==> src/rtl/pvram_pkg.sv <==
package pvram_pkg;

    // video ram geometry
    localparam int VRAM_BYTES = 16384;
    localparam int BANK_DEPTH = VRAM_BYTES / 2;
    localparam int BANK_AW    = $clog2(BANK_DEPTH);
    localparam int OFF_W      = $clog2(VRAM_BYTES);

    // bus and register widths
    localparam int ADDR_W    = 18;
    localparam int WIDTH_W   = 11;
    localparam int PADDR_W   = 3;
    localparam int PDATA_W   = 32;

    // register indexes (paddr bit 2)
    localparam logic REG_VRAM_BASE     = 1'b0;
    localparam logic REG_DISPLAY_WIDTH = 1'b1;

    localparam logic [ADDR_W-1:0]  VRAM_BASE_RESET     = '0;
    localparam logic [WIDTH_W-1:0] DISPLAY_WIDTH_RESET = 11'd256;

    // transfer kinds
    localparam logic [2:0] KIND_RD_BYTE = 3'd0;
    localparam logic [2:0] KIND_RD_WORD = 3'd1;
    localparam logic [2:0] KIND_WR_BYTE = 3'd2;
    localparam logic [2:0] KIND_WR_WORD = 3'd3;
    localparam logic [2:0] KIND_PIXEL   = 3'd4;

    // grey expansion
    localparam logic [7:0] GREY_STEP  = 8'd85;
    localparam logic [1:0] LEVEL_MASK = 2'h3;

    typedef struct packed {
        logic [2:0]        kind;
        logic [ADDR_W-1:0] bus_address;
        logic [15:0]       write_data;
        logic [9:0]        pixel_x;
        logic [9:0]        pixel_y;
    } req_t;

    typedef struct packed {
        logic [15:0] read_data;
        logic [23:0] pixel_rgb;
        logic        address_error;
    } rsp_t;

    // one access to a byte bank
    typedef struct packed {
        logic               en;
        logic               we;
        logic [BANK_AW-1:0] addr;
        logic [7:0]         wdata;
    } bank_req_t;

endpackage

==> src/rtl/pvram_ctrl.sv <==
module pvram_ctrl
    import pvram_pkg::*;
(
    input  logic               clk,
    input  logic               rst_n,
    input  logic [ADDR_W-1:0]  vram_base,
    input  logic [WIDTH_W-1:0] display_width,
    input  logic               req_valid,
    output logic               req_ready,
    input  req_t               req,
    output logic               rsp_valid,
    input  logic               rsp_ready,
    output rsp_t               rsp,
    output bank_req_t          even_acc,
    output bank_req_t          odd_acc,
    input  logic [7:0]         even_rdata,
    input  logic [7:0]         odd_rdata
);

    localparam logic [1:0] ST_IDLE = 2'd0;
    localparam logic [1:0] ST_CALC = 2'd1;
    localparam logic [1:0] ST_MEM  = 2'd2;
    localparam logic [1:0] ST_RESP = 2'd3;

    logic [1:0]         state_reg, state_next;
    logic               clear_busy_reg, clear_busy_next;
    logic [BANK_AW-1:0] clear_addr_reg, clear_addr_next;
    logic               rsp_valid_reg, rsp_valid_next;

    req_t               item_reg;
    logic [20:0]        product_reg;
    logic               win1_reg, win2_reg;
    logic [OFF_W-1:0]   off_reg;
    logic               ok_reg, err_reg, off0_reg;
    logic [1:0]         pix_lo_reg;
    rsp_t               rsp_reg;

    // window test
    logic [ADDR_W:0]    diff;
    logic               below;
    logic [ADDR_W-1:0]  delta;

    // pixel index and access issue
    logic [21:0]        pix;
    logic [19:0]        byte_at;
    logic               pix_ok;
    logic               ok;
    logic               err;
    logic [OFF_W-1:0]   off;
    logic               is_write, is_word;

    // response forming
    logic [7:0]         lo_byte, hi_byte;
    logic [7:0]         shifted;
    logic [1:0]         level;
    logic [7:0]         grey;
    rsp_t               result;
    logic               load;

    assign req_ready = (state_reg == ST_IDLE) && !clear_busy_reg;
    assign rsp_valid = rsp_valid_reg;
    assign rsp       = rsp_reg;

    assign diff  = {1'b0, item_reg.bus_address} - {1'b0, vram_base};
    assign below = diff[ADDR_W];
    assign delta = diff[ADDR_W-1:0];

    assign pix     = 22'(item_reg.pixel_x) + 22'(product_reg);
    assign byte_at = pix[21:2];
    assign pix_ok  = 21'(byte_at) < 21'(VRAM_BYTES);

    always_comb
    begin
        ok       = 1'b0;
        err      = 1'b0;
        is_write = 1'b0;
        is_word  = 1'b0;
        off      = off_reg;
        case (item_reg.kind) inside
            KIND_RD_BYTE, KIND_WR_BYTE:
            begin
                ok       = win1_reg;
                err      = !win1_reg;
                is_write = item_reg.kind == KIND_WR_BYTE;
            end
            KIND_RD_WORD, KIND_WR_WORD:
            begin
                ok       = win2_reg;
                err      = !win2_reg;
                is_word  = 1'b1;
                is_write = item_reg.kind == KIND_WR_WORD;
            end
            KIND_PIXEL:
            begin
                ok  = pix_ok;
                err = !pix_ok;
                off = byte_at[OFF_W-1:0];
            end
            default:
            begin
                ok  = 1'b0;
                err = 1'b0;
            end
        endcase
    end

    // bank ports: clearing sweep, or the access of the current item
    always_comb
    begin
        even_acc = '0;
        odd_acc  = '0;
        if (clear_busy_reg)
        begin
            even_acc.en   = 1'b1;
            even_acc.we   = 1'b1;
            even_acc.addr = clear_addr_reg;
            odd_acc.en    = 1'b1;
            odd_acc.we    = 1'b1;
            odd_acc.addr  = clear_addr_reg;
        end
        else if (state_reg == ST_MEM && ok)
        begin
            // an odd offset puts the even byte one row up
            even_acc.en    = 1'b1;
            even_acc.addr  = BANK_AW'(off[OFF_W-1:1] + BANK_AW'(off[0]));
            even_acc.we    = is_write && (is_word || !off[0]);
            even_acc.wdata = off[0] ? item_reg.write_data[15:8]
                                    : item_reg.write_data[7:0];
            odd_acc.en     = 1'b1;
            odd_acc.addr   = off[OFF_W-1:1];
            odd_acc.we     = is_write && (is_word || off[0]);
            odd_acc.wdata  = off[0] ? item_reg.write_data[7:0]
                                    : item_reg.write_data[15:8];
        end
    end

    assign lo_byte = off0_reg ? odd_rdata : even_rdata;
    assign hi_byte = off0_reg ? even_rdata : odd_rdata;
    assign shifted = lo_byte >> {pix_lo_reg, 1'b0};
    assign level   = shifted[1:0] & LEVEL_MASK;
    assign grey    = 8'(8'(level) * GREY_STEP);

    always_comb
    begin
        result               = '0;
        result.address_error = err_reg;
        if (ok_reg)
        begin
            case (item_reg.kind)
                KIND_RD_BYTE: result.read_data = {8'h00, lo_byte};
                KIND_RD_WORD: result.read_data = {hi_byte, lo_byte};
                KIND_PIXEL:   result.pixel_rgb = {grey, grey, grey};
                default:      result.read_data = '0;
            endcase
        end
    end

    assign load = (state_reg == ST_RESP) && (!rsp_valid_reg || rsp_ready);

    always_comb
    begin
        state_next = state_reg;
        unique case (state_reg)
            ST_IDLE: if (req_valid && req_ready) state_next = ST_CALC;
            ST_CALC: state_next = ST_MEM;
            ST_MEM:  state_next = ST_RESP;
            ST_RESP: if (load) state_next = ST_IDLE;
            default: state_next = ST_IDLE;
        endcase
    end

    always_comb
    begin
        clear_busy_next = clear_busy_reg;
        clear_addr_next = clear_addr_reg;
        if (clear_busy_reg)
        begin
            clear_addr_next = clear_addr_reg + 1'b1;
            if (clear_addr_reg == BANK_AW'(BANK_DEPTH - 1))
            begin
                clear_busy_next = 1'b0;
            end
        end
    end

    always_comb
    begin
        rsp_valid_next = rsp_valid_reg;
        if (load)
        begin
            rsp_valid_next = 1'b1;
        end
        else if (rsp_ready)
        begin
            rsp_valid_next = 1'b0;
        end
    end

    always_ff @(posedge clk or negedge rst_n)
    begin
        if (!rst_n)
        begin
            state_reg      <= ST_IDLE;
            clear_busy_reg <= 1'b1;
            clear_addr_reg <= '0;
            rsp_valid_reg  <= 1'b0;
        end
        else
        begin
            state_reg      <= state_next;
            clear_busy_reg <= clear_busy_next;
            clear_addr_reg <= clear_addr_next;
            rsp_valid_reg  <= rsp_valid_next;
        end
    end

    always_ff @(posedge clk)
    begin
        if (req_valid && req_ready)
        begin
            item_reg <= req;
        end
        if (state_reg == ST_CALC)
        begin
            product_reg <= 21'(item_reg.pixel_y) * 21'(display_width);
            win1_reg    <= !below && ({1'b0, delta} < (ADDR_W + 1)'(VRAM_BYTES));
            win2_reg    <= !below && ({1'b0, delta} < (ADDR_W + 1)'(VRAM_BYTES - 1));
            off_reg     <= delta[OFF_W-1:0];
        end
        if (state_reg == ST_MEM)
        begin
            ok_reg     <= ok;
            err_reg    <= err;
            off0_reg   <= off[0];
            pix_lo_reg <= pix[1:0];
        end
        if (load)
        begin
            rsp_reg <= result;
        end
    end

endmodule

==> config.mk <==
export PLATFORM = sky130hd
export DESIGN_NAME = pvram_ctrl
export DESIGN_NICKNAME = d
export VERILOG_FILES = /design/src/rtl/pvram_pkg.sv /design/src/rtl/pvram_ctrl.sv
export SDC_FILE = /design/constraint.sdc
export NUM_CORES = 1
export LEC_CHECK = 0
export BUFFER_PORTS_ARGS = -buffer_cell sky130_fd_sc_hd__buf_4
export CELL_PAD_IN_SITES_DETAIL_PLACEMENT = 1
export CELL_PAD_IN_SITES_GLOBAL_PLACEMENT = 2
export CORE_MARGIN = 4
export CORE_UTILIZATION = 33
export CTS_CLUSTER_SIZE = 30
export DETAILED_ROUTE_END_ITERATION = 6
export PLACE_DENSITY_LB_ADDON = 0.05
export REMOVE_ABC_BUFFERS = 1
export SLEW_MARGIN = 20
export SYNTH_ARGS = -nofsm -noshare
export SYNTH_HDL_FRONTEND = slang
export SYNTH_SLANG_ARGS = --single-unit
==> constraint.sdc <==
create_clock -name clk -period 5.6 [get_ports clk]
set_input_delay 1.12 -clock clk [delete_from_list [all_inputs] [get_ports clk]]
set_output_delay 1.12 -clock clk [all_outputs]
set_load 0.005 [all_outputs]
Yosys cells after proc, flatten, opt, wreduce, memory -nomap -nowiden
Cells that the tools add are included.

storage, ports and cells
  flip-flop bits (word level) = 157
  word-level logic and storage cells = 96

cells by class
  $add $sub $neg = 4
  multipliers = 2
  order comparisons = 3
  eq/ne operators = 10
  shifts and indexed selects = 1
  multiplexer cells = 31
  reduce and logical (&&, ||, !) cells = 25

operators by type and width
  kind                                                  count
  two-way mux 8 bit                                     6
  two-way mux 23 bit                                    2
  two-way mux 14 bit                                    3
  case mux 16 bit (2 select lines)                      1
  two-way mux 15 bit                                    2
  adder 10 x 21 -> 22 bit                               1
  multiplier 10 x 11 -> 21 bit                          1
  < comparator 20 x 15 -> 1 bit, second input constant  1
  subtractor 18 x 18 -> 19 bit                          1
  < comparator 18 x 14 -> 1 bit, second input constant  1
  < comparator 18 x 15 -> 1 bit, second input constant  1
  two-way mux 1 bit                                     14
  adder 13 x 1 -> 13 bit                                1
  adder 13 x 1 -> 13 bit, second input constant         1
  == test 13 bit, second input constant                 1
  logical AND 1 bit                                     8
  multiplier 2 x 7 -> 8 bit, second input constant      1
  case mux 2 bit (4 select lines)                       1
  right shift 8 x 3 -> 2 bit                            1
  logical NOT 1 bit                                     7
  == test 3 x 2 -> 1 bit, second input constant         2
  == test 2 bit, second input constant                  2
  two-way mux 2 bit                                     2
  AND reduction 2 bit                                   2
  other kinds (10)                                      13

Longest topological paths before layout
Gate-level depths: netlist of run 1.

  word-level depth = 9
  mapped depth = 22
  depth with buffers taken out = 21

Least setup slack after synthesis of run 1
OpenSTA, ideal clock, no wires.

  kind = in2reg
  start point = input port display_width[7]
  end point = register product_reg[20], data pin
  setup time = 0.259 ns
  arrival = 5.924 ns
  setup slack = -0.584 ns
  stages = 20
  cells stage by stage = clkbuf_1 nand2_1 fa_1 inv_1 fa_1 fa_1 fa_1 inv_1 fa_1 inv_1 ha_1 a21oi_1 nor2b_1 or2_2 a41oi_1 o21ai_0 a21o_1 a41oi_1 a21oi_1 xnor2_1

between the ends
  longest elaborated chain between the ends = 1

ends and longest elaborated chain
  element                       RTL line           source
  from (decl)                   pvram_ctrl.sv:7    input logic [WIDTH_W-1:0] display_width,
  multiplier 10 x 11 -> 21 bit  pvram_ctrl.sv:225  product_reg <= 21'(item_reg.pixel_y) * 21'(display_width);
  to (signal assigned)          pvram_ctrl.sv:225
  to (decl)                     pvram_ctrl.sv:31   logic [20:0] product_reg;

No other way between the ends.
A chain may end at the register's enable or synchronous reset.

Worst setup path after layout of run 1
  start point = input port display_width[5]
  end point = register product_reg[19], data pin

The elaborated chain is that of the path after synthesis.

==> impl_metrics.json, run 1 <==
{
  "status": "completed",
  "max_clock_freq_ghz": 0.180,
  "floorplan.initialDensity_pct": 33.6,
  "yosysMostFrequentCell": "sky130_fd_sc_hd__nand2_1",
  "place.detailed.hpwl_mm": 25.6,
  "critical_path_arrival_ps": 5740,
  "clock_sink_count": 135,
  "drt-pass1-iter-count": 4,
  "place.port_buffers": 194,
  "rsz_0062_raised_after_global_routing": "yes",
  "grt-ovfl-total": 0,
  "synthesis.area_per_instance_um2": 10.2,
  "peakVddDrop_v": 0.000483,
  "synth_area_leaders": "sky130_fd_sc_hd__edfxtp_1, sky130_fd_sc_hd__fa_1, sky130_fd_sc_hd__ha_1",
  "area_delta_synth_final_pct": 28.0,
  "drt_iter0_drc": 325,
  "timing_worst_slew_pin_value_ps": 1030,
  "detail_route.wl_per_cell_um": 17.5,
  "drive_gt1_share_pct": 29.2,
  "cell_chain_critical_path": "buf_4 > buf_8 > nand2_2 > fa_1 > fa_1 > inv_2 > fa_2 > fa_1 > inv_1 > fa_1 > inv_1 > ha_2 > a21oi_2 > nor2b_2 > buf_4 > nor2b_4 > o21ai_2 > buf_6 > a2111oi_4 > buf_4 > o31ai_2 > a21oi_1 > xnor2_1",
  "core_um2": 33600,
  "placed_area_um2": 13500,
  "netlist.top_cell.by_area": "sky130_fd_sc_hd__edfxtp_1",
  "clkTransAtPathRegs_ps": 60,
  "cp_slowest_stage_delay_ps": 530,
  "tritoncts_clock_tree": "done",
  "async_reset_ff_share_pct": 12.6,
  "detailedPlace.worstSlack_ps": -851,
  "timing.slew.headroom_pct": 31.2,
  "syn_area_um2": 11300,
  "worstSetupStartpointType": "input pin",
  "critical_path.endpoint_type": "flop",
  "final_area_um2": 14500,
  "slowest_stage": "sky130_fd_sc_hd__fa_1",
  "cp.buffers_inverters": 8,
  "gpl.final_weighted_congestion": 0.842,
  "critical_path.top_delay_family": "adder cells",
  "number_of_pins_exceeding_their_max_slew_limit_in_the_final_report": 0,
  "worst_skew_pair.late_latency_ps": 430,
  "global_route.usage.total_pct": 17.1,
  "synth-warning-count": 0,
  "cts.root.buffer_cell": "sky130_fd_sc_hd__clkbuf_16",
  "largest_net_degree_at_the_start_of_global_routing": 38,
  "finalSetupViolCount": 0,
  "crit_path_max_fanout": 8,
  "placementRows": 67,
  "synth_largest_type_area_fraction_pct": 31.4,
  "detail_route.wirelength_mm": 31.5,
  "dieArea_um2": 37200,
  "post_synth_inst_count": 1103,
  "die_w_um": 193,
  "design.final.nets": 1611,
  "total_power_w": 0.00922,
  "postSynthRegisterBits": 135,
  "postLayoutSetupSlackWorst_ps": 42.9,
  "final_core_utilization_pct": 43.0,
  "via_count": 8646,
  "ys_types": 78,
  "io_pins": 195,
  "cts_buffer_depth": 2,
  "finalHoldViolations": 0,
  "power_density_nw_per_um2": 638,
  "period_share_pct": 99.2,
  "ys_top_cells_by_count": "sky130_fd_sc_hd__nand2_1, sky130_fd_sc_hd__inv_1, sky130_fd_sc_hd__edfxtp_1",
  "hold-worst-slack_ps": 442,
  "largest_register_ffs": 57,
  "htree_num_levels": 4,
  "min_period_ps": 5560,
  "finalClockSkew_ps": 9.75,
  "power.static_leakage_nw": 6.45,
  "crit_top_cell": "sky130_fd_sc_hd__fa_1",
  "height_of_the_chip_um": 193,
  "post_drt_antenna_nets": 0,
  "synth_seq_area_share_pct": 35.2,
  "initial_antenna_violation_count": 0,
  "worstHoldPathType": "flop to flop",
  "max_cap_violations": 0,
  "path_class": "input pin to flop",
  "synth-edff-count": 118,
  "route.detailed.drc": 0,
  "via_count_of_the_first_global_routing_pass": 9102,
  "wire_length_of_the_first_global_routing_pass_mm": 49.7,
  "worst-endpoint-required_ps": 5780,
  "detail_routed_via_count_per_cell": 4.80,
  "cts-buffers-inserted": 17,
  "synth-main-ff-cell": "sky130_fd_sc_hd__edfxtp_1"
}
timing repair:
action,4_1_cts,5_1_grt
endpoints found under the hold margin,0,0
endpoints found under the setup margin,40,35
gates resized for setup,31,39
hold buffers,0,0
buffers inserted,10,4
pin swaps,20,43
cell families (layout without fill, tap and decap cells):
logic type / Yosys count / in the layout / synth area share, %
buffers and inverters: 180 / 431 / 7.02
AO/OA/AOI/OAI: 186 / 186 / 11.3
multiplexers: 32 / 32 / 3.33
XOR/XNOR: 59 / 59 / 4.58
flip-flops: 135 / 135 / 35.2
adder cells (fa/ha/maj): 164 / 164 / 23.0
other: 0 / 1 / 0
AND/OR/NAND/NOR: 347 / 347 / 15.7
worst paths after layout:
kind,cells after the start,from,slack [ps],endpoint
max in group asynchronous,1,rst_n,4790,clear_busy_reg$_DFF_PN1_
min,0,err_reg$_DFFE_PP_,440,rsp[0]$_DFFE_PP_
max,23,display_width[5],40,product_reg[19]$_DFFE_PN_
min reg2reg,0,err_reg$_DFFE_PP_,440,rsp[0]$_DFFE_PP_
min in group asynchronous,1,rst_n,550,clear_addr_reg[9]$_DFFE_PN0P_
max reg2reg,19,item_reg[4]$_DFFE_PP_,210,product_reg[19]$_DFFE_PN_
worst reg2reg max path: stages, from the launching register on:
cell and delay (ps):
sky130_fd_sc_hd__edfxtp_1 490, sky130_fd_sc_hd__buf_4 210, sky130_fd_sc_hd__buf_4 150, sky130_fd_sc_hd__and2_1 160
sky130_fd_sc_hd__fa_1 460, sky130_fd_sc_hd__fa_1 560, sky130_fd_sc_hd__fa_1 440, sky130_fd_sc_hd__fa_1 490
sky130_fd_sc_hd__ha_1 310, sky130_fd_sc_hd__ha_1 310, sky130_fd_sc_hd__a21o_1 200, sky130_fd_sc_hd__a21oi_2 170
sky130_fd_sc_hd__nor2b_4 190, sky130_fd_sc_hd__o21ai_2 70, sky130_fd_sc_hd__buf_6 120, sky130_fd_sc_hd__a2111oi_4 330
sky130_fd_sc_hd__buf_4 170, sky130_fd_sc_hd__o31ai_2 50, sky130_fd_sc_hd__a21oi_1 170, sky130_fd_sc_hd__xnor2_1 90
metrics by stage:
stage,cells,setup TNS [ps]
global placement,1758,-4100
finish,1803,0
global route,1802,-360
floorplan,1043,-1520
CTS,1800,0
detailed placement,1758,-4690
power breakdown:
part	internal (W)	switching, W	leakage (nW)
Combinational	0.00313	0.00312	4.86
Clock	0.000665	0.000455	0.268
Sequential	0.00164	0.000218	1.33
Total	0.00543	0.00380	6.45
area by class of cell:
cell class	count	area, um2
Fill cell	3806	19200
Multi-Input combinational cell	788	6740
Sequential cell	135	3970
Timing Repair Buffer	279	2160
Tap cell	448	561
Inverter	120	450
Clock buffer	20	447
Clock inverter	12	125
Antenna cell	1	2.50
per-layer routing:
layer	vias up	part of all wire, %	global-route usage (%)
li1	4248	-	-
met1	4237	48	24.7
met2	144	47	27.1
met3	17	4.4	2.86
met4	0	0.84	4.03
met5	-	0	0
cell usage in the layout (no fill, tap or decap), types with 11 or more instances in the layout:
cell type	count
sky130_fd_sc_hd__ha_1	87
sky130_fd_sc_hd__inv_1	113
sky130_fd_sc_hd__nand2_1	115
sky130_fd_sc_hd__xnor2_1	41
sky130_fd_sc_hd__a21oi_2	20
sky130_fd_sc_hd__and2_1	71
sky130_fd_sc_hd__clkbuf_16	17
sky130_fd_sc_hd__mux2i_1	26
sky130_fd_sc_hd__nand3_1	16
sky130_fd_sc_hd__nor2_1	50
sky130_fd_sc_hd__a21o_1	13
sky130_fd_sc_hd__o21ai_0	35
sky130_fd_sc_hd__nand4_1	11
sky130_fd_sc_hd__dfrtp_1	16
sky130_fd_sc_hd__edfxtp_1	118
sky130_fd_sc_hd__fa_1	67
sky130_fd_sc_hd__xor2_1	17
sky130_fd_sc_hd__a21oi_1	33
sky130_fd_sc_hd__buf_4	267
sky130_fd_sc_hd__nor3_1	12
Power figures use the tool's default switching activity.
==> run 2, diff against run 1 <==
--- a/config.mk
+++ b/config.mk
@@ -9,7 +9,7 @@
 export CELL_PAD_IN_SITES_DETAIL_PLACEMENT = 1
 export CELL_PAD_IN_SITES_GLOBAL_PLACEMENT = 2
 export CORE_MARGIN = 4
-export CORE_UTILIZATION = 33
+export CORE_UTILIZATION = 39
 export CTS_CLUSTER_SIZE = 30
 export DETAILED_ROUTE_END_ITERATION = 6
 export PLACE_DENSITY_LB_ADDON = 0.05
==> constraint.sdc (replaced) <==
create_clock -name clk -period 6.5 [get_ports clk]
set_input_delay 1.3 -clock clk [delete_from_list [all_inputs] [get_ports clk]]
set_output_delay 1.3 -clock clk [all_outputs]
set_load 0.005 [all_outputs]
==> impl_metrics.json, run 2 (synthesis results as in run 1) <==
{
  "global_route.usage.total_pct": 18.7,
  "via_count": 8514,
  "drive_gt1_share_pct": 22.9,
  "status": "completed",
  "crit_path_max_fanout": 9,
  "finalClockSkew_ps": 15.9,
  "grt-ovfl-total": 0,
  "design.final.nets": 1553,
  "detail_routed_via_count_per_cell": 5.07,
  "power_density_nw_per_um2": 494,
  "cell_chain_critical_path": "buf_4 > buf_4 > and2_1 > fa_1 > fa_1 > fa_1 > fa_1 > inv_1 > fa_1 > inv_1 > ha_1 > a21oi_1 > nor2b_1 > or2_2 > a41oi_1 > o21ai_0 > a21o_1 > a41oi_1 > a21oi_1 > xnor2_1",
  "initial_antenna_violation_count": 0,
  "wl_met3_mm": 1.11,
  "route.detailed.drc": 0,
  "multiInputGateArea_um2": 6530,
  "post_drt_antenna_nets": 0,
  "gpl.final_weighted_congestion": 0.827,
  "clkTransAtPathRegs_ps": 60,
  "htree_num_levels": 4,
  "worst_skew_pair.late_latency_ps": 430,
  "height_of_the_chip_um": 178,
  "max_cap_violations": 0,
  "clock_sink_count": 135,
  "period_share_pct": 94.4,
  "place.detailed.hpwl_mm": 23.4,
  "io_pins": 195,
  "worstSetupStartpointType": "input pin",
  "slowest_stage": "sky130_fd_sc_hd__fa_1",
  "number_of_pins_exceeding_their_max_slew_limit_in_the_final_report": 0,
  "critical_path_arrival_ps": 6310,
  "worst_hold_path.num_cells": 0,
  "area_delta_synth_final_pct": 21.4,
  "worst-endpoint-required_ps": 6670,
  "placed_area_um2": 13100,
  "final_core_utilization_pct": 47.9,
  "dieArea_um2": 31700,
  "cp.buffers_inverters": 4,
  "storage_cell_area_um2": 3970,
  "finalNonFillerCells": 1680,
  "min_period_ps": 6140,
  "largest_register_ffs": 57,
  "rsz_0062_raised_after_global_routing": "no",
  "peakVddDrop_v": 0.000372,
  "path_class": "input pin to flop",
  "fill_cells": 3203,
  "tritoncts_clock_tree": "done",
  "cts_buffer_depth": 2,
  "core_um2": 28600,
  "cts.root.buffer_cell": "sky130_fd_sc_hd__clkbuf_16",
  "wirelength_met1_mm": 13.8,
  "detail_route.wirelength_mm": 29.2,
  "finalSetupViolCount": 0,
  "wire_length_of_the_first_global_routing_pass_mm": 47.3,
  "highest_layer": "met4",
  "via_count_of_the_first_global_routing_pass": 8862,
  "critical_path.top_delay_family": "adder cells",
  "die_w_um": 178,
  "post_cts_resize_count": 0,
  "antenna_cells_inserted": 0,
  "cts_setup_buffers": 0,
  "place.port_buffers": 194,
  "worstHoldPathType": "flop to flop",
  "cts_hold_buffers": 0,
  "ff2ff_path_depth": 20,
  "detail_route.wl_per_cell_um": 17.4,
  "timing_worst_slew_pin_value_ps": 963,
  "mostFrequentLayoutCell": "sky130_fd_sc_hd__buf_4",
  "max_clock_freq_ghz": 0.163,
  "finalHoldViolations": 0,
  "power.static_leakage_nw": 6.14,
  "drt_iter0_drc": 324,
  "cts-buffers-inserted": 17,
  "cp_slowest_stage_delay_ps": 540,
  "cp.depth": 20,
  "largest_net_degree_at_the_start_of_global_routing": 59,
  "crit_top_cell": "sky130_fd_sc_hd__fa_1",
  "detailroute.wirelength.met2_mm": 14.1,
  "timing.slew.headroom_pct": 34.9,
  "drt-pass1-iter-count": 4,
  "critical_path.endpoint_type": "flop",
  "floorplan.initialDensity_pct": 39.5,
  "placementRows": 62,
  "final_area_um2": 13700,
  "mostFrequentLayoutCells": "sky130_fd_sc_hd__buf_4, sky130_fd_sc_hd__nand2_1, sky130_fd_sc_hd__inv_1",
  "numPlacedInstances": 1648
}
run 2: changes by cell type in the layout (fill, tap and decap cells not counted), sizes merged, moves of 2 or more:
cell / before / now
buf: 279 / 221
clkbuf: 20 / 18
clkinv: 5 / 2
inv: 121 / 126
run 2: report_power, final:
group          total [W]  leakage, nW  internal, W  switching [W]
clock network    0.00104        0.292     0.000616       0.000427
logic            0.00414         4.52      0.00191        0.00223
registers        0.00159         1.33      0.00141       0.000178
run 2: worst reg2reg max path, cell delays in order, from the launching register on:
cell and delay (ps):
sky130_fd_sc_hd__edfxtp_1 570, sky130_fd_sc_hd__and2_1 250, sky130_fd_sc_hd__fa_1 450, sky130_fd_sc_hd__fa_1 540
sky130_fd_sc_hd__inv_1 50, sky130_fd_sc_hd__fa_1 470, sky130_fd_sc_hd__inv_1 50, sky130_fd_sc_hd__fa_1 520
sky130_fd_sc_hd__inv_1 50, sky130_fd_sc_hd__fa_1 530, sky130_fd_sc_hd__inv_1 40, sky130_fd_sc_hd__ha_1 200
sky130_fd_sc_hd__nor3_1 210, sky130_fd_sc_hd__a21boi_0 370, sky130_fd_sc_hd__o21ai_0 160, sky130_fd_sc_hd__buf_4 160
sky130_fd_sc_hd__a2111oi_0 370, sky130_fd_sc_hd__buf_4 190, sky130_fd_sc_hd__o31ai_1 70, sky130_fd_sc_hd__a21oi_1 190
sky130_fd_sc_hd__xnor2_1 80
run 2: path summary, 6_finish.rpt:
kind                                        endpoint                   from  slack (ps)
hold / removal                      rsp[0]$_DFFE_PP_      err_reg$_DFFE_PP_         430
setup / recovery           product_reg[20]$_DFFE_PN_       display_width[5]         360
min in group asynchronous      rsp_valid$_DFFE_PN0P_                  rst_n         720
setup reg to reg           product_reg[19]$_DFFE_PN_  item_reg[6]$_DFFE_PP_         720
max in group asynchronous   clear_busy_reg$_DFF_PN1_                  rst_n        5490
hold reg to reg                     rsp[0]$_DFFE_PP_      err_reg$_DFFE_PP_         430
run 2: layout make-up:
| cell class | instances | share of cell area [%] |
|---|---|---|
| inverters | 120 | 3.29 |
| well taps | 384 | 3.50 |
| clock buffers | 18 | 3.13 |
| multi-input cells | 788 | 47.6 |
| flip-flops and latches | 135 | 29.0 |
| repair buffers | 221 | 12.1 |
| clock inverters | 14 | 1.37 |
run 2: layer usage:
metal | global-route usage (%) | vias to the layer above
met5 | 0 | -
met4 | 3.65 | 0
met3 | 2.76 | 15
li1 | - | 4135
met1 | 26.1 | 4237
met2 | 31.3 | 127
run 2: metrics by stage:
step           TNS, ps  total power, W  worst slack [ps]  hold slack [ps]
2_1_floorplan        0         0.00443               302              400
3_3_place_gp     -35.4         0.00571             -35.4              405
3_5_place_dp      -174         0.00578             -95.4              419
4_1_cts              0         0.00691               333              434
5_1_grt              0         0.00747              13.7              439
6_report             0         0.00677               361              431
==> run 3, diff against run 2 <==
--- a/config.mk
+++ b/config.mk
@@ -9,11 +9,13 @@
 export CELL_PAD_IN_SITES_DETAIL_PLACEMENT = 1
 export CELL_PAD_IN_SITES_GLOBAL_PLACEMENT = 2
 export CORE_MARGIN = 4
-export CORE_UTILIZATION = 39
+export CORE_UTILIZATION = 37
 export CTS_CLUSTER_SIZE = 30
 export DETAILED_ROUTE_END_ITERATION = 6
+export HOLD_SLACK_MARGIN = 0.03
 export PLACE_DENSITY_LB_ADDON = 0.05
 export REMOVE_ABC_BUFFERS = 1
+export SETUP_SLACK_MARGIN = 0.5
 export SLEW_MARGIN = 20
 export SYNTH_ARGS = -nofsm -noshare
 export SYNTH_HDL_FRONTEND = slang
==> constraint.sdc (replaced) <==
create_clock -name clk -period 6.1 [get_ports clk]
set_input_delay 1.22 -clock clk [delete_from_list [all_inputs] [get_ports clk]]
set_output_delay 1.22 -clock clk [all_outputs]
set_load 0.005 [all_outputs]
==> impl_metrics.json, run 3 (synthesis results as in run 1) <==
{
  "detail_route.wl_per_cell_um": 17.4,
  "cts_hold_buffers": 0,
  "crit_path_max_fanout": 6,
  "timing_worst_slew_pin_value_ps": 951,
  "power_switching_w": 0.00342,
  "dieArea_um2": 33400,
  "clock_sink_count": 135,
  "worst_skew_pair.late_latency_ps": 420,
  "finalSetupViolCount": 0,
  "cts-buffers-inserted": 17,
  "initial_antenna_violation_count": 0,
  "power.static_leakage_nw": 6.34,
  "place.port_buffers": 194,
  "drt-pass1-iter-count": 4,
  "drt_iter0_drc": 315,
  "min_period_ps": 5590,
  "period_share_pct": 91.6,
  "design.final.nets": 1588,
  "wire_length_of_the_first_global_routing_pass_mm": 48.5,
  "clkTransAtPathRegs_ps": 60,
  "finalHoldViolations": 0,
  "detail_routed_via_count_per_cell": 5.00,
  "postLayoutSetupSlackWorst_ps": 511,
  "worst-endpoint-required_ps": 6260,
  "rsz_0062_raised_after_global_routing": "yes",
  "power.share.switching_pct": 41.0,
  "storage_cell_area_um2": 3970,
  "htree_num_levels": 4,
  "endpoint_of_the_most_critical_setup_path": "product_reg[18]$_DFFE_PN_",
  "final_area_um2": 14300,
  "total_power_w": 0.00835,
  "grt-ovfl-total": 0,
  "multiInputGateArea_um2": 6810,
  "largest_net_degree_at_the_start_of_global_routing": 59,
  "critical_path.endpoint_type": "flop",
  "number_of_pins_exceeding_their_max_slew_limit_in_the_final_report": 0,
  "area_delta_synth_final_pct": 26.3,
  "ff2ff_path_depth": 18,
  "critical_path.reg2reg.endpoint": "product_reg[18]$_DFFE_PN_",
  "via_count_of_the_first_global_routing_pass": 9053,
  "height_of_the_chip_um": 183,
  "cts.root.buffer_cell": "sky130_fd_sc_hd__clkbuf_16",
  "drive_gt1_share_pct": 29.1,
  "antenna_cells_inserted": 0,
  "gpl.final_weighted_congestion": 0.829,
  "global_route.usage.total_pct": 18.1,
  "worstHoldPathType": "flop to flop",
  "mostFrequentLayoutCell": "sky130_fd_sc_hd__buf_4",
  "detail_route.wirelength_mm": 29.9,
  "setup.worst_path.start": "display_width[6]",
  "tritoncts_clock_tree": "done",
  "mostFrequentLayoutCells": "sky130_fd_sc_hd__buf_4, sky130_fd_sc_hd__edfxtp_1, sky130_fd_sc_hd__nand2_1",
  "worst-r2r-setup-slack_ps": 700,
  "power.internal_w": 0.00493,
  "fill_cells": 3362,
  "finalClockSkew_ps": 14.5,
  "detailedPlace.worstSlack_ps": -352,
  "worst_hold_path.num_cells": 0,
  "placementRows": 63,
  "core_um2": 29900,
  "place.detailed.hpwl_mm": 23.9,
  "final_core_utilization_pct": 47.8,
  "timing.slew.headroom_pct": 36.6,
  "via_count": 8601,
  "critical_path_arrival_ps": 5750,
  "proportion_of_power_drawn_by_combinational_gates_pct": 67.6,
  "status": "completed",
  "power_density_nw_per_um2": 585,
  "max_cap_violations": 0,
  "die_w_um": 183,
  "worstSetupStartpointType": "input pin",
  "post_drt_antenna_nets": 0,
  "io_pins": 195,
  "peakVddDrop_v": 0.000483,
  "cts_buffer_depth": 2,
  "critical_path.reg2reg.startpoint": "item_reg[4]$_DFFE_PP_",
  "seq_power_share_pct": 20.3,
  "path_class": "input pin to flop",
  "route.detailed.drc": 0,
  "clock_power_share_pct": 12.1,
  "floorplan.initialDensity_pct": 37.8,
  "largest_register_ffs": 57,
  "placed_area_um2": 13200,
  "max_clock_freq_ghz": 0.179
}
run 3: changes by cell type in the layout (fill, tap and decap cells not counted), sizes merged, moves of 3 or more:
cell and change:
buf +34, clkinv +3, clkinvlp +3, inv -6
run 3: repair_timing:
action	CTS	global route
endpoints found under the setup margin	43	42
resized for setup	41	54
buffers inserted	9	7
pin swaps	31	39
gates cloned	1	0
endpoints found under the hold margin	0	0
run 3: cell type report:
cell class,count,area share (%)
clock inverters,13,0.938
multi-input cells,789,47.7
inverters,120,3.16
repair buffers,255,13.9
clock buffers,19,3.03
well taps,390,3.42
flip-flops and latches,135,27.8
run 3: critical path, cell delays in order:
cell,delay (ps)
sky130_fd_sc_hd__buf_4,110
sky130_fd_sc_hd__buf_6,120
sky130_fd_sc_hd__nand2_1,80
sky130_fd_sc_hd__fa_1,530
sky130_fd_sc_hd__inv_1,50
sky130_fd_sc_hd__fa_1,520
sky130_fd_sc_hd__fa_2,450
sky130_fd_sc_hd__fa_1,540
sky130_fd_sc_hd__inv_1,50
sky130_fd_sc_hd__fa_1,510
sky130_fd_sc_hd__inv_2,50
sky130_fd_sc_hd__ha_4,160
sky130_fd_sc_hd__a21oi_4,140
sky130_fd_sc_hd__nor2b_4,50
sky130_fd_sc_hd__or2_4,230
sky130_fd_sc_hd__a41oi_2,200
sky130_fd_sc_hd__o21ai_2,80
sky130_fd_sc_hd__a21o_1,200
sky130_fd_sc_hd__a41oi_2,210
sky130_fd_sc_hd__and2_4,170
sky130_fd_sc_hd__xnor2_1,60
run 3: stage by stage:
step	std cells	hold WS (ps)	setup TNS, ps
6_report	1721	425	0
5_1_grt	1721	443	0
3_3_place_gp	1672	407	-1060
4_1_cts	1714	428	0
3_5_place_dp	1672	412	-1320
2_1_floorplan	1043	400	-27.1
run 3: layer usage:
| metal | track usage, % | wire (um) |
|---|---|---|
| met5 | 0 | 0 |
| met4 | 3.51 | 272 |
| met3 | 2.85 | 1170 |
| met2 | 29.3 | 14200 |
| met1 | 26.0 | 14200 |
run 3: worst min path at each step:
stage | start | end
2_1_floorplan | err_reg$_DFFE_PP_ | rsp[0]$_DFFE_PP_
3_3_place_gp | err_reg$_DFFE_PP_ | rsp[0]$_DFFE_PP_
3_5_place_dp | err_reg$_DFFE_PP_ | rsp[0]$_DFFE_PP_
4_1_cts | err_reg$_DFFE_PP_ | rsp[0]$_DFFE_PP_
5_1_grt | err_reg$_DFFE_PP_ | rsp[0]$_DFFE_PP_
6_report | err_reg$_DFFE_PP_ | rsp[0]$_DFFE_PP_
run 3: power by group through the flow:
| stage | sequential (W) | combinational [W] | clock (W) |
|---|---|---|---|
| final | 0.00170 | 0.00564 | 0.00101 |
| after global routing | 0.00173 | 0.00637 | 0.00109 |
| after CTS | 0.00170 | 0.00524 | 0.00105 |
| after detailed placement | 0.00171 | 0.00469 | 0 |
| after global placement | 0.00171 | 0.00464 | 0 |
| after floorplan | 0.00166 | 0.00306 | 0 |
